`src/hw/rtl/triangle_adjacency_builder_unit_assert.svh`:
```
// assertion macros for the triangle adjacency builder
`ifndef TRIANGLE_ADJACENCY_BUILDER_UNIT_ASSERT_SVH
`define TRIANGLE_ADJACENCY_BUILDER_UNIT_ASSERT_SVH

// same-cycle implication, checked out of reset
`define TAB_ASSERT_NOW(label, ante, cons, msg) \
    label: assert property (@(posedge i_clk) disable iff (!i_rst_n) (ante) |-> (cons)) \
        else $error(msg);

// next-cycle implication, checked out of reset
`define TAB_ASSERT_NEXT(label, ante, cons, msg) \
    label: assert property (@(posedge i_clk) disable iff (!i_rst_n) (ante) |=> (cons)) \
        else $error(msg);

`endif

```
`src/hw/rtl/tab_ram.sv`:
```
module tab_ram #(
    parameter int WIDTH = 8,
    parameter int DEPTH = 16
) (
    input  logic                     i_clk,
    input  logic                     i_we,
    input  logic [$clog2(DEPTH)-1:0] i_waddr,
    input  logic [WIDTH-1:0]         i_wdata,
    input  logic [$clog2(DEPTH)-1:0] i_raddr,
    output logic [WIDTH-1:0]         o_rdata
);

    logic [WIDTH-1:0] r_mem [DEPTH];
    logic [WIDTH-1:0] r_rdata;

    // one write port, registered read port
    always_ff @(posedge i_clk) begin
        if (i_we) begin
            r_mem[i_waddr] <= i_wdata;
        end
        r_rdata <= r_mem[i_raddr];
    end

    assign o_rdata = r_rdata;

endmodule

```
`config.mk`:
```
export PLATFORM = sky130hd
export DESIGN_NAME = tab_ram
export DESIGN_NICKNAME = d
export VERILOG_FILES = /design/src/hw/rtl/triangle_adjacency_builder_unit_assert.svh /design/src/hw/rtl/tab_ram.sv
export SDC_FILE = /design/constraint.sdc
export NUM_CORES = 1
export LEC_CHECK = 0
export ABC_CLOCK_PERIOD_IN_PS = 3000
export BUFFER_PORTS_ARGS = -buffer_cell sky130_fd_sc_hd__buf_2
export CORE_UTILIZATION = 45
export CTS_BUF_LIST = sky130_fd_sc_hd__clkbuf_16
export DETAILED_ROUTE_END_ITERATION = 6
export PLACE_DENSITY_LB_ADDON = 0.3
export RECOVER_POWER = 100
export SLEW_MARGIN = 20
export SYNTH_ARGS = -nofsm -noshare
export SYNTH_HDL_FRONTEND = slang
export SYNTH_SLANG_ARGS = --single-unit
```
`constraint.sdc`:
```
create_clock -name i_clk -period 3 [get_ports i_clk]
set_input_delay 0.15 -clock i_clk [delete_from_list [all_inputs] [get_ports i_clk]]
set_output_delay 0.15 -clock i_clk [all_outputs]
set_load 0.1 [all_outputs]
```
==> impl_metrics.yaml <==
status:
  status: "complete, no violations"
clocking:
  clk_latency_ns: 0.41
  tritoncts: "yes"
  cts_sinks: 136
  clk_path_buf_depth: 2
  cts_hold_buf: 0
  cts-root-buf: "clkbuf_16"
  post_cts_buffers: 0
  cts_resized: 0
  htreeDepth: 4
  numCtsBuffers: 17
  clkTransAtPathRegs_ns: 0.06
floorplan:
  num_rows: 38
  die_area_mm2: 0.0119
  initial_core_util: 0.469
  coreArea_mm2: 0.0110
  io_pins: 26
  die_h_um: 109
  die_width_um: 109
worst_setup_path:
  worstSetupEndpointType: "register"
  r2r-end: "o_rdata[2]"
  crit_type: "in2reg"
  ff2ff_setup_slack_ns: 1.56
  critPathRequiredTime_ns: 3.29
  worstReg2RegStart: "r_mem[1][2]"
  r2r_cells: 3
  worstPathArrival_ns: 2.24
  start_kind: "primary input"
  path_max_fanout: 13
drt:
  routed_wl_mm: 9.48
  wl_per_cell_um: 22.3
  drtAntennaViolNets: 0
  drtPass1Iterations: 5
  route.vias.total: 2392
  drt_iter0_drc: 175
  drc_errors: 0
  viasPerCell: 5.63
run:
  max_cap_violations: 0
global_route:
  grt-ovfl-total: 0
  grt_usage: 0.181
  antenna_found_initial: 0
  grt_max_degree: 33
  grt_pass1_wl_mm: 14.3
  grt_pass1_vias: 2357
synthesis:
  synth.distinct_cells: 19
  ys_warn_count: 0
  syn_nets: 247
  avgSynthCellArea_um2: 22.5
  syn_inst: 229
  synth_seq_cells: 136
  yosysSeqAreaShare: 0.778
  syn-cell-area_mm2: 0.00515
timing:
  clock_skew_ns: 0.00651
  rsz0062_at_grt: "false"
  finalWorstPathRequiredPeriod_ns: 1.95
  fin_ws_ns: 1.05
  hold_viol: 0
  setup_tns_ns: 0
  fin_crit_sh: 0.649
  maxSlewHeadroom: 0.204
  worst_pin_slew_ns: 1.20
  setup_viol: 0
  maxSlewViolCount: 0
  max_clock_freq_mhz: 513
worst_hold_path:
  hold_class: "in2reg"
  hold_path_end: "r_mem[4][1]"
  holdPathStages: 2
  hold_start: "i_waddr[0]"
place:
  gp_congestion: 0.751
  portBuffers: 25
  dpl.hpwl_mm: 5.88
  place_ws_ns: 1.08
finish:
  drive_above_1_share: 0.196
  postLayoutCoreUtil: 0.543
  multiInputGateArea_mm2: 0.00106
  synthToLayoutAreaGrowth_pct: 15.9
  antenna_cells: 0
  nNetsFinal: 290
  nFillCells: 833
  layout.area.seq_mm2: 0.00400
pwr:
  peakVddDrop_uv: 266
  pwr_density_cell_mw_per_mm2: 740
  p_leak_nw: 1.93
## through the flow
| step | std cells | total power [mW] | hold slack (ns) | instance area, µm² |
|---|---|---|---|---|
| after floorplan | 229 | 2.37 | 0.249 | 5150 |
| final | 425 | 4.42 | 0.219 | 5970 |
| after detailed placement | 393 | 2.46 | 0.547 | 5440 |
| after global routing | 425 | 4.55 | 0.242 | 5970 |
| after CTS | 425 | 4.44 | 0.117 | 6020 |
| after global placement | 393 | 2.45 | 0.541 | 5440 |
## kinds of logic after synthesis
family          after synthesis  synth area share
compound gates               16            0.0233
buf+inv                      10            0.0168
flops                       136             0.778
mux                          32             0.150
simple gates                 35            0.0318
## cells in the final DEF, fill, tap and decap left out, drive strengths merged
master	instances
buf	7
edfxtp	128
and2	1
bufinv	2
inv	4
nand2	9
or3b	1
dfxtp	8
nor2b	1
a22oi	16
nand3	1
nand2b	2
mux4	32
clkinv	4
nor3	4
nand3b	2
clkinvlp	5
nor2	13
clkbuf	44
and2b	1
## report_power, final
| group | total (mW) | switching [mW] | leakage, nW | internal (mW) |
|---|---|---|---|---|
| registers | 2.14 | 0.0114 | 1.22 | 2.13 |
| logic | 0.273 | 0.199 | 0.435 | 0.0734 |
| clock network | 2.01 | 0.784 | 0.268 | 1.22 |
## state kept, by name (all words and copies together), names as in the netlist
name and count:
r_mem 128, o_rdata 8
## cell type report
class / count / area share
timing repair buffer: 34 / 0.0258
sequential: 136 / 0.671
multi-input combinational: 83 / 0.177
clock inverter: 15 / 0.0252
tap: 140 / 0.0294
clock buffer: 17 / 0.0713
## worst max-delay path, cell delays in order
cell and delay (ns):
clkbuf_1 0.78, buf_4 0.35, mux4_1 0.56, a22oi_1 0.30
nand2_1 0.08
## Yosys cell counts
| library cell | count | share of area |
|---|---|---|
| clkdlybuf4s25_2 | 3 | 0.0058 |
| a22oi_1 | 16 | 0.023 |
| nor2b_1 | 1 | 0.0012 |
| and2_1 | 1 | 0.0012 |
| nand2b_1 | 2 | 0.0024 |
| mux4_2 | 18 | 0.079 |
| and2b_1 | 1 | 0.0015 |
| nand3_1 | 1 | 0.00097 |
| nor2_1 | 13 | 0.0095 |
| buf_2 | 3 | 0.0029 |
| buf_6 | 3 | 0.0066 |
| mux4_1 | 14 | 0.071 |
| edfxtp_1 | 128 | 0.75 |
| dfxtp_1 | 8 | 0.031 |
| buf_4 | 1 | 0.0015 |
| nor3_1 | 4 | 0.0039 |
| or3b_2 | 1 | 0.0017 |
| nand2_1 | 9 | 0.0066 |
| nand3b_1 | 2 | 0.0029 |
## worst max-delay path by stage
stage	startpoint	to	slack, ns
6_report	i_raddr[0]	o_rdata[1]	1.05
5_1_grt	i_raddr[0]	o_rdata[1]	0.82
4_1_cts	i_raddr[0]	o_rdata[1]	1.50
3_5_place_dp	i_raddr[0]	o_rdata[1]	1.08
3_3_place_gp	i_raddr[0]	o_rdata[1]	1.06
2_1_floorplan	i_waddr[2]	r_mem[0][0]	1.36
## per-layer routing
metal | vias up | wire length, µm | track usage
met4 | 0 | 108 | 0.0695
met1 | 1214 | 4300 | 0.261
met5 | - | 0 | 0
met2 | 98 | 4390 | 0.261
met3 | 13 | 678 | 0.0520
li1 | 1067 | - | -
Note: power is estimated with default switching activity, not from simulation.
